$ cat src/hw/rtl/mbr_pkg.sv
// mbr partition table parser package: types and constants
`timescale 1ns / 1ps
package mbr_pkg;
    localparam int MAX_PARTITIONS   = 64;
    localparam int MAX_SECTOR_BYTES = 4096;
    localparam int CNT_W            = 7;
    localparam int POS_W            = 13;

    localparam logic [1:0] OP_START = 2'd0;
    localparam logic [1:0] OP_BYTE  = 2'd1;
    localparam logic [1:0] OP_FAIL  = 2'd2;

    localparam logic [1:0] KIND_ENTRY  = 2'd0;
    localparam logic [1:0] KIND_REQ    = 2'd1;
    localparam logic [1:0] KIND_FINISH = 2'd2;

    localparam logic [POS_W-1:0] TABLE_AT = 13'h1BE;
    localparam logic [POS_W-1:0] SIG_AT   = 13'h1B8;
    localparam logic [POS_W-1:0] MAGIC_AT = 13'h1FE;

    localparam logic [2:0] REG_SECTOR_SIZE = 3'h0;
    localparam logic [2:0] REG_ONLY_REC    = 3'h4;

    typedef enum logic [2:0] {
        ST_IDLE,
        ST_RD0,
        ST_RD1,
        ST_MUL_START,
        ST_MUL_LEN,
        ST_EMIT,
        ST_TAIL,
        ST_OUT
    } state_t;

    typedef struct packed {
        logic [1:0]  kind;
        logic        last;
        logic [43:0] start_offset;
        logic [43:0] length_bytes;
        logic [31:0] hidden_sectors;
        logic [7:0]  part_type;
        logic        boot;
        logic        recognized;
        logic [6:0]  part_number;
        logic [31:0] next_lba;
        logic [31:0] disk_signature;
        logic        status;
    } result_t;

    function automatic logic is_known_fs(input logic [7:0] t);
        logic [7:0] b;
        b = t[7] ? {2'b00, t[5:0]} : t;
        return (b == 8'h01) || (b == 8'h04) || (b == 8'h06) || (b == 8'h07) ||
               (b == 8'h0B) || (b == 8'h0C) || (b == 8'h0E);
    endfunction

    function automatic logic is_ext(input logic [7:0] t);
        return (t == 8'h05) || (t == 8'h0F);
    endfunction
endpackage

$ cat src/hw/rtl/mbr_partition_table_parser.sv
// mbr partition table parser top level
//
// channel  direction  handshake         payload
// s_       in         tvalid/tready     tdata op, data_byte
// m_       out        tvalid/tready     tdata result fields, tuser kind, tlast last
// apb      in         psel/penable      sector_size, only_recognized
//
// data bytes are taken only while idle; the last byte of a sector with a good magic
// starts the entry walk: per entry two entry-store reads, two passes through the one
// 32x13 multiplier, an entry transfer unless the entry is skipped and one step to the
// next entry, then the request or finish transfer; the block is not ready meanwhile.
// aresetn is synchronous; the entry store has no reset.
// a stalled m_ side holds the walk at the output register.
`timescale 1ns / 1ps
module mbr_partition_table_parser (
    input  logic         aclk,
    input  logic         aresetn,
    input  logic         s_tvalid,
    output logic         s_tready,
    input  logic [15:0]  s_tdata,   // op[1:0], data_byte[9:2], zero fill
    output logic         m_tvalid,
    input  logic         m_tready,
    // start_offset, length_bytes, hidden_sectors, part_type, boot, recognized,
    // part_number, next_lba, disk_signature, status, zero fill
    output logic [207:0] m_tdata,
    output logic [1:0]   m_tuser,   // kind
    output logic         m_tlast,   // last
    input  logic         psel,
    input  logic         penable,
    input  logic         pwrite,
    input  logic [2:0]   paddr,
    input  logic [31:0]  pwdata,
    output logic [31:0]  prdata,
    output logic         pready
);
    import mbr_pkg::*;

    state_t state_reg, state_next;
    logic [12:0] sector_size_reg;
    logic        only_rec_reg;
    logic [POS_W-1:0] pos_reg;
    logic [15:0] magic_reg;
    logic [31:0] sig_reg, base_reg, ext_org_reg, link_reg;
    logic        first_reg, active_reg, saw_reg;
    logic [CNT_W-1:0] ent_cnt_reg, rec_cnt_reg, pass_reg;
    logic [1:0]  idx_reg;
    logic [7:0]  type_reg;
    logic        boot_reg;
    logic [31:0] rel_reg, len_reg, abs_reg;
    logic [43:0] start_off_reg;
    result_t     res_reg;
    logic        m_valid_reg;
    logic        after_entry_reg;

    logic [31:0] mem [16];
    logic [31:0] rd_reg;
    logic [7:0]  hdr_reg;
    logic [1:0]  rd_word, hdr_word;

    logic [1:0]  op;
    logic [7:0]  db;
    logic        s_fire, m_fire, wr;
    logic [12:0] eff;
    logic [31:0] mul_a;
    logic [43:0] mul_full;

    assign op = s_tdata[1:0];
    assign db = s_tdata[9:2];
    assign pready = 1'b1;
    assign wr = psel && penable && pwrite;
    assign s_tready = (state_reg == ST_IDLE);
    assign s_fire = s_tvalid && s_tready;
    assign m_fire = m_valid_reg && m_tready;
    assign eff = (sector_size_reg < 13'd512) ? 13'd512 :
                 (sector_size_reg > 13'(MAX_SECTOR_BYTES)) ? 13'(MAX_SECTOR_BYTES) :
                 sector_size_reg;

    always_comb begin
        prdata = 32'd0;
        unique case (paddr)
            REG_SECTOR_SIZE: prdata = {19'd0, sector_size_reg};
            REG_ONLY_REC:    prdata = {31'd0, only_rec_reg};
            default:         prdata = 32'd0;
        endcase
    end

    // the one shared multiplier
    assign mul_a = (state_reg == ST_MUL_START) ? abs_reg : len_reg;
    assign mul_full = 44'(mul_a) * 44'(eff);

    // entry store, one 32-bit word per four entry bytes, written by byte lane
    logic [5:0] tbl_off;
    assign tbl_off = 6'(pos_reg - TABLE_AT);
    always_ff @(posedge aclk) begin
        if (s_fire && op == OP_BYTE && active_reg &&
            pos_reg >= TABLE_AT && pos_reg < TABLE_AT + 13'd64)
            mem[tbl_off[5:2]][8*tbl_off[1:0] +: 8] <= db;
    end
    always_comb begin
        rd_word  = 2'd2;
        hdr_word = 2'd1;
        if (state_reg == ST_RD1) begin
            rd_word  = 2'd3;
            hdr_word = 2'd0;
        end
    end
    always_ff @(posedge aclk) begin
        rd_reg  <= mem[{idx_reg, rd_word}];
        hdr_reg <= mem[{idx_reg, hdr_word}][7:0];
    end

    logic last_byte;
    assign last_byte = (32'(pos_reg) + 32'd1 >= 32'(eff));

    // entry decisions
    logic cur_ext, cur_skip, cur_rec;
    assign cur_ext  = is_ext(type_reg);
    assign cur_skip = only_rec_reg && (cur_ext || type_reg == 8'd0 || len_reg == 32'd0);
    assign cur_rec  = is_known_fs(type_reg);

    logic tail_end;
    assign tail_end = !saw_reg || link_reg == base_reg ||
                      ent_cnt_reg >= CNT_W'(MAX_PARTITIONS) ||
                      pass_reg >= CNT_W'(MAX_PARTITIONS);

    always_comb begin
        state_next = state_reg;
        unique case (state_reg)
            ST_IDLE: begin
                if (s_fire && active_reg && op == OP_BYTE && last_byte) begin
                    if (magic_reg != 16'hAA55 &&
                        !(pos_reg == MAGIC_AT + 13'd1 && {db, magic_reg[7:0]} == 16'hAA55)
                        && !(pos_reg == MAGIC_AT && {magic_reg[15:8], db} == 16'hAA55))
                        state_next = ST_OUT;
                    else if (ent_cnt_reg >= CNT_W'(MAX_PARTITIONS))
                        state_next = ST_TAIL;
                    else
                        state_next = ST_RD0;
                end else if (s_fire && active_reg && op == OP_FAIL)
                    state_next = ST_OUT;
            end
            ST_RD0:       state_next = ST_RD1;
            ST_RD1:       state_next = ST_MUL_START;
            ST_MUL_START: state_next = ST_MUL_LEN;
            ST_MUL_LEN:   state_next = cur_skip ? ST_EMIT : ST_OUT;
            ST_EMIT: begin
                if (idx_reg == 2'd3 || ent_cnt_reg >= CNT_W'(MAX_PARTITIONS))
                    state_next = ST_TAIL;
                else
                    state_next = ST_RD0;
            end
            ST_TAIL: state_next = ST_OUT;
            ST_OUT: begin
                if (m_fire) begin
                    if (after_entry_reg) state_next = ST_EMIT;
                    else state_next = ST_IDLE;
                end
            end
            default: state_next = ST_IDLE;
        endcase
    end

    always_ff @(posedge aclk) begin
        if (!aresetn) begin
            state_reg <= ST_IDLE;
            sector_size_reg <= 13'd512;
            only_rec_reg <= 1'b0;
            pos_reg <= '0;
            magic_reg <= '0;
            sig_reg <= '0;
            base_reg <= '0;
            ext_org_reg <= '0;
            link_reg <= '0;
            first_reg <= 1'b1;
            active_reg <= 1'b0;
            saw_reg <= 1'b0;
            ent_cnt_reg <= '0;
            rec_cnt_reg <= '0;
            pass_reg <= '0;
            idx_reg <= '0;
            m_valid_reg <= 1'b0;
            after_entry_reg <= 1'b0;
        end else begin
            result_t rs;
            rs = '0;
            state_reg <= state_next;
            if (wr) begin
                if (paddr == REG_SECTOR_SIZE) sector_size_reg <= pwdata[12:0];
                else if (paddr == REG_ONLY_REC) only_rec_reg <= pwdata[0];
            end
            if (m_fire) m_valid_reg <= 1'b0;
            unique case (state_reg)
                ST_IDLE: begin
                    if (s_fire && op == OP_START) begin
                        pos_reg <= '0; magic_reg <= '0; sig_reg <= '0;
                        base_reg <= '0; ext_org_reg <= '0; link_reg <= '0;
                        first_reg <= 1'b1; ent_cnt_reg <= '0; rec_cnt_reg <= '0;
                        pass_reg <= '0; active_reg <= 1'b1;
                    end else if (s_fire && active_reg && op == OP_FAIL) begin
                        rs.kind = KIND_FINISH;
                        rs.last = 1'b1;
                        rs.part_number = first_reg ? '0 : ent_cnt_reg;
                        rs.disk_signature = first_reg ? 32'd0 : sig_reg;
                        rs.status = first_reg;
                        res_reg <= rs;
                        m_valid_reg <= 1'b1;
                        after_entry_reg <= 1'b0;
                        active_reg <= 1'b0;
                        pos_reg <= '0;
                    end else if (s_fire && active_reg && op == OP_BYTE) begin
                        logic [15:0] mg;
                        logic [31:0] sg;
                        logic        bad_end;
                        mg = magic_reg;
                        sg = sig_reg;
                        if (first_reg && pos_reg >= SIG_AT && pos_reg < SIG_AT + 13'd4)
                            sg[8*(pos_reg[1:0]) +: 8] = db;
                        if (pos_reg == MAGIC_AT) mg[7:0] = db;
                        else if (pos_reg == MAGIC_AT + 13'd1) mg[15:8] = db;
                        bad_end = last_byte && mg != 16'hAA55;
                        magic_reg <= mg;
                        sig_reg <= (bad_end && first_reg) ? 32'd0 : sg;
                        pos_reg <= bad_end ? '0 : pos_reg + 13'd1;
                        idx_reg <= '0;
                        saw_reg <= 1'b0;
                        if (bad_end) begin
                            rs.kind = KIND_FINISH;
                            rs.last = 1'b1;
                            rs.part_number = ent_cnt_reg;
                            rs.disk_signature = first_reg ? 32'd0 : sg;
                            res_reg <= rs;
                            m_valid_reg <= 1'b1;
                            after_entry_reg <= 1'b0;
                            active_reg <= 1'b0;
                        end
                    end
                end
                ST_RD0: begin
                end
                ST_RD1: begin
                    type_reg <= hdr_reg;
                    rel_reg <= rd_reg;
                    if (is_ext(hdr_reg)) begin
                        saw_reg <= 1'b1;
                        if (first_reg) begin
                            ext_org_reg <= rd_reg;
                            abs_reg <= base_reg + rd_reg;
                            link_reg <= base_reg + rd_reg;
                        end else begin
                            abs_reg <= ext_org_reg + rd_reg;
                            link_reg <= ext_org_reg + rd_reg;
                        end
                    end else
                        abs_reg <= base_reg + rd_reg;
                end
                ST_MUL_START: begin
                    len_reg <= rd_reg;
                    boot_reg <= hdr_reg[7];
                    start_off_reg <= mul_full;
                end
                ST_MUL_LEN: begin
                    if (!cur_skip) begin
                        rs.kind = KIND_ENTRY;
                        rs.start_offset = start_off_reg;
                        rs.length_bytes = mul_full;
                        rs.hidden_sectors = rel_reg;
                        rs.part_type = type_reg;
                        rs.boot = boot_reg;
                        rs.recognized = cur_rec;
                        rs.part_number = cur_rec ? rec_cnt_reg + 7'd1 : '0;
                        res_reg <= rs;
                        if (cur_rec) rec_cnt_reg <= rec_cnt_reg + 7'd1;
                        ent_cnt_reg <= ent_cnt_reg + 7'd1;
                        m_valid_reg <= 1'b1;
                        after_entry_reg <= 1'b1;
                    end
                end
                ST_EMIT: begin
                    idx_reg <= idx_reg + 2'd1;
                end
                ST_TAIL: begin
                    first_reg <= 1'b0;
                    rs.last = 1'b1;
                    after_entry_reg <= 1'b0;
                    m_valid_reg <= 1'b1;
                    pos_reg <= '0;
                    if (tail_end) begin
                        rs.kind = KIND_FINISH;
                        rs.part_number = ent_cnt_reg;
                        rs.disk_signature = sig_reg;
                        active_reg <= 1'b0;
                    end else begin
                        rs.kind = KIND_REQ;
                        rs.next_lba = link_reg;
                        pass_reg <= pass_reg + 7'd1;
                        base_reg <= link_reg;
                    end
                    res_reg <= rs;
                end
                ST_OUT: begin
                end
                default: begin
                end
            endcase
        end
    end

    assign m_tvalid = m_valid_reg;
    assign m_tuser  = res_reg.kind;
    assign m_tlast  = res_reg.last;
    assign m_tdata  = {6'd0, res_reg.status, res_reg.disk_signature, res_reg.next_lba,
                       res_reg.part_number, res_reg.recognized, res_reg.boot,
                       res_reg.part_type, res_reg.hidden_sectors,
                       res_reg.length_bytes, res_reg.start_offset};
endmodule

$ cat config.mk
export PLATFORM = sky130hd
export DESIGN_NAME = mbr_partition_table_parser
export DESIGN_NICKNAME = d
export VERILOG_FILES = /design/src/hw/rtl/mbr_pkg.sv /design/src/hw/rtl/mbr_partition_table_parser.sv
export SDC_FILE = /design/constraint.sdc
export NUM_CORES = 2
export LEC_CHECK = 0
export BUFFER_PORTS_ARGS = -buffer_cell sky130_fd_sc_hd__buf_2
export CORE_ASPECT_RATIO = 1.25
export CORE_MARGIN = 2
export CORE_UTILIZATION = 55
export DETAILED_ROUTE_END_ITERATION = 7
export PLACE_DENSITY = 0.72
export SYNTH_ARGS = -nofsm -noshare
export SYNTH_HDL_FRONTEND = slang
export SYNTH_SLANG_ARGS = --single-unit
$ cat constraint.sdc
create_clock -name aclk -period 22.1 [get_ports aclk]
set_clock_uncertainty 0.2 [all_clocks]
set_input_delay 5.525 -clock aclk [delete_from_list [all_inputs] [get_ports aclk]]
set_output_delay 5.525 -clock aclk [all_outputs]
set_load 0.05 [all_outputs]
==> Implementation_results.wiki <==
{| class="wikitable"
! Metric !! Value
|-
| Multi-input logic area || 23,900 µm²
|-
| Initial standard-cell utilization of the core || 55.4%
|-
| Global-route usage over all layers || 29.9%
|-
| Outcome || finished clean
|-
| Summed negative setup slack over all endpoints || 0 ps
|-
| Die Ht || 346 µm
|-
| Top cells by instance count after synthesis || 674 x edfxtp_1, 449 x nand2_1, 438 x inv_1
|-
| Num Clock Sinks || 916
|-
| Worst-path maximum fanout || 13
|-
| Max Freq || 79.3 MHz
|-
| Storage cell area || 25,100 µm²
|-
| CTS tree || yes
|-
| Post-Synthesis Cells || 4,406
|-
| Fraction of layout cells with a size suffix above 1 || 13.8%
|-
| Gr ovfl total || 0
|-
| Sequential share of the synthesized area || 48.8%
|-
| Number of clock buffers inserted by TritonCTS || 87
|-
| Worst setup path category || input port to primary output
|-
| Hold Violations, Final || 0
|-
| Insertion delay of the later-clocked pin in the worst-skew pair || 690 ps
|-
| Leakage power figure || 0.0226 µW
|-
| Post-route non-filler standard cell count || 5,885
|-
| DIE WIDTH || 277 µm
|-
| Placed instance count || 5,712
|-
| Top-count cell post-synth || edfxtp_1
|-
| Clock root buffer master || clkbuf_16
|-
| Summed instance area of the synthesized netlist || 51,400 µm²
|-
| Most repeated library cell on the critical path || buf_2
|-
| Number of setup violations in the final report || 0
|-
| WP buf/inv || 2
|-
| Main flop type after synthesis || edfxtp_1
|-
| Synthesis-stage register bit count || 916
|-
| Number of global-route vias before repair || 34,700
|-
| Crit-path max cell delay || 740 ps
|-
| Worst-path cell chain || buf_2 -> nor3_1 -> and2_1 -> buf_2
|-
| Placer's final routability congestion estimate || 0.957
|-
| Final period demand of the worst path || 12,610 ps
|-
| Family with the most delay on the worst path || simple AND/OR/NAND/NOR gates
|-
| Setup Buffers After CTS || 0
|-
| Average wire per cell in the routed design || 24.4 µm
|-
| Worst setup SP type || input port
|-
| Fillers || 7,306
|-
| Required time of the worst setup path || 16,380 ps
|-
| Number of buffers between clock root and the deepest sink || 3
|-
| Fraction of registers with async set or reset after synthesis || 0%
|-
| Worst setup path startpoint || paddr[2]
|-
| DRT Pass-1 Iters || 6
|-
| Headroom to the max-slew limit || 16.5%
|-
| Period utilisation layout || 57.0%
|-
| Count of flip-flops with a built-in enable after synthesis || 674
|-
| Drt via density || 5.94
|-
| Pin count of the biggest net entering global routing || 95
|-
| Tightest Hold Check Type || register to register
|-
| Final routed DRC violation total || 0
|-
| Cell type with the largest total area after synthesis || edfxtp_1
|-
| Wire length of the first global-routing pass || 214,000 µm
|-
| # H-tree levels || 3
|-
| Die Outline Area || 95,900 µm²
|-
| Number of resized instances in the post-cts repair step || 0
|-
| Setup repair after global routing missed its margin || no
|-
| Antenna violations before repair || 11
|-
| Number of max-slew violations in the final report || 0
|-
| Post-detail-place hpwl || 104,000 µm
|-
| Area overhead of the layout relative to synthesis || 10.3%
|-
| Total met3 wirelength after detailed routing || 11,300 µm
|-
| Antenna-violating nets left || 0
|-
| Number of warnings issued by yosys || 0
|-
| Number of DRC violations after detailed-routing iteration 0 || 2,835
|-
| Arrival time worst endpoint || 6880 ps
|-
| Number of distinct library cells after synthesis || 88
|-
| Via count || 34,900
|-
| Routed length on met2 || 70,700 µm
|-
| Core area || 92,700 µm²
|-
| Layout net count || 5,160
|-
| Routed metal-1 wirelength || 52,500 µm
|-
| Startpoint of the tightest hold check path || ext_org_reg[20]
|-
| Total of hold buffers inserted after clock tree synthesis || 0
|-
| Slew at the pin with the worst max-slew slack || 1240 ps
|-
| Kind of capture point of the worst setup path || primary output
|-
| Area share of the largest cell type after synthesis || 39.4%
|-
| Synth Area per Inst || 11.7 µm²
|-
| IO Pins || 304
|-
| PwrDens || 82.4 nW/µm²
|-
| Number of placement rows || 125
|-
| Reg2Reg Launch Point || state_reg[1]
|-
| VDD IR max || 67.5 µV
|-
| Clock Pin Slew Worst Setup and Hold Paths || 60 ps
|-
| Highest metal layer used by the detailed router || met5
|-
| Final wirelength || 144,000 µm
|-
| Worst path slowest cell || nor3_1
|-
| Number of flip-flops under the largest register name || 320
|-
| Dominant cells by area after synthesis || edfxtp_1 39%, fa_1 13%, dfxtp_1 9.4%, ha_1 4.3%, mux4_2 3.5%
|-
| # Max-Cap Violations || 0
|-
| Port Buf Inserts || 252
|}
==> worst min-delay path, cell delays in order, from the launching register on <==
cell and delay [ps]:
dfxtp_1 310, nand2_1 50, a21oi_1 50
==> kinds of logic (layout without fill, tap and decap cells) <==
group                    count (synthesis)  count (layout)  share of synthesized area [%]
other                                    2              35                         0.0146
adder cells (fa/ha/maj)                507             507                           17.2
buffers and inverters                  661             901                           5.05
AO/OA/AOI/OAI                          573             573                           7.36
AND/OR/NAND/NOR                       1378            1378                           12.6
multiplexers                           212             212                           6.27
flip-flops                             916             916                           48.8
XOR/XNOR                               157             157                           2.68
==> cells in the final DEF (no fill, tap or decap), types with 25 or more instances in the layout <==
cell type,n
ha_1,176
a21o_1,58
buf_2,252
a21oi_1,210
mux2i_1,52
and3_1,106
conb_1,26
mux2_2,80
nand3_1,82
edfxtp_1,674
o2bb2ai_1,25
dfxtp_1,240
fa_1,331
clkbuf_16,88
o21ai_0,77
buf_4,44
and2_1,161
nand2_1,448
mux4_2,80
xnor2_1,76
nor2_1,391
clkbuf_1,25
inv_1,436
nor3_1,28
xor2_1,81
nand4_1,30
==> through the flow <==
step | hold WS, ps | power (µW) | cell area [µm²] | setup WS [ps] | util (%)
finish | 255 | 4670 | 56700 | 9490 | 61.1
global route | 269 | 4820 | 56700 | 9270 | 61.1
CTS | 257 | 4690 | 56700 | 9460 | 61.1
detailed placement | 239 | 3190 | 53800 | 9470 | 58.0
global placement | 238 | 3170 | 53800 | 9530 | 58.0
floorplan | 208 | 2890 | 51500 | 9700 | -
==> final cells by class <==
cell class / count / share of cell area (%)
Clock inverter: 41 / 0.891
Sequential cell: 916 / 44.2
Antenna cell: 9 / 0.0397
Multi-Input combinational cell: 2853 / 42.2
Tap cell: 1206 / 2.66
Inverter: 441 / 2.92
Clock buffer: 123 / 4.27
Timing Repair Buffer: 296 / 2.81
==> per-layer routing <==
metal / vias to the layer above / global-route usage (%)
li1: 15600 / -
met2: 1562 / 50.5
met1: 17400 / 36.2
met4: 2 / 16.9
met5: - / 0
met3: 419 / 5.65
==> worst paths after layout <==
kind | to | slack, ps | cells past startpoint
setup / recovery | prdata[7] | 9490 | 4
hold / removal | ext_org_reg[20] | 260 | 2
setup reg to reg | m_tdata[81] | 12250 | 25
hold reg to reg | ext_org_reg[20] | 260 | 2
==> where the power goes <==
part	total [µW]	internal, µW	switching, µW
Combinational	1070	243	825
Sequential	2080	2020	66.0
Clock	1520	840	680
Total	4670	3100	1570
No activity file was read; power rests on OpenSTA's default activity.
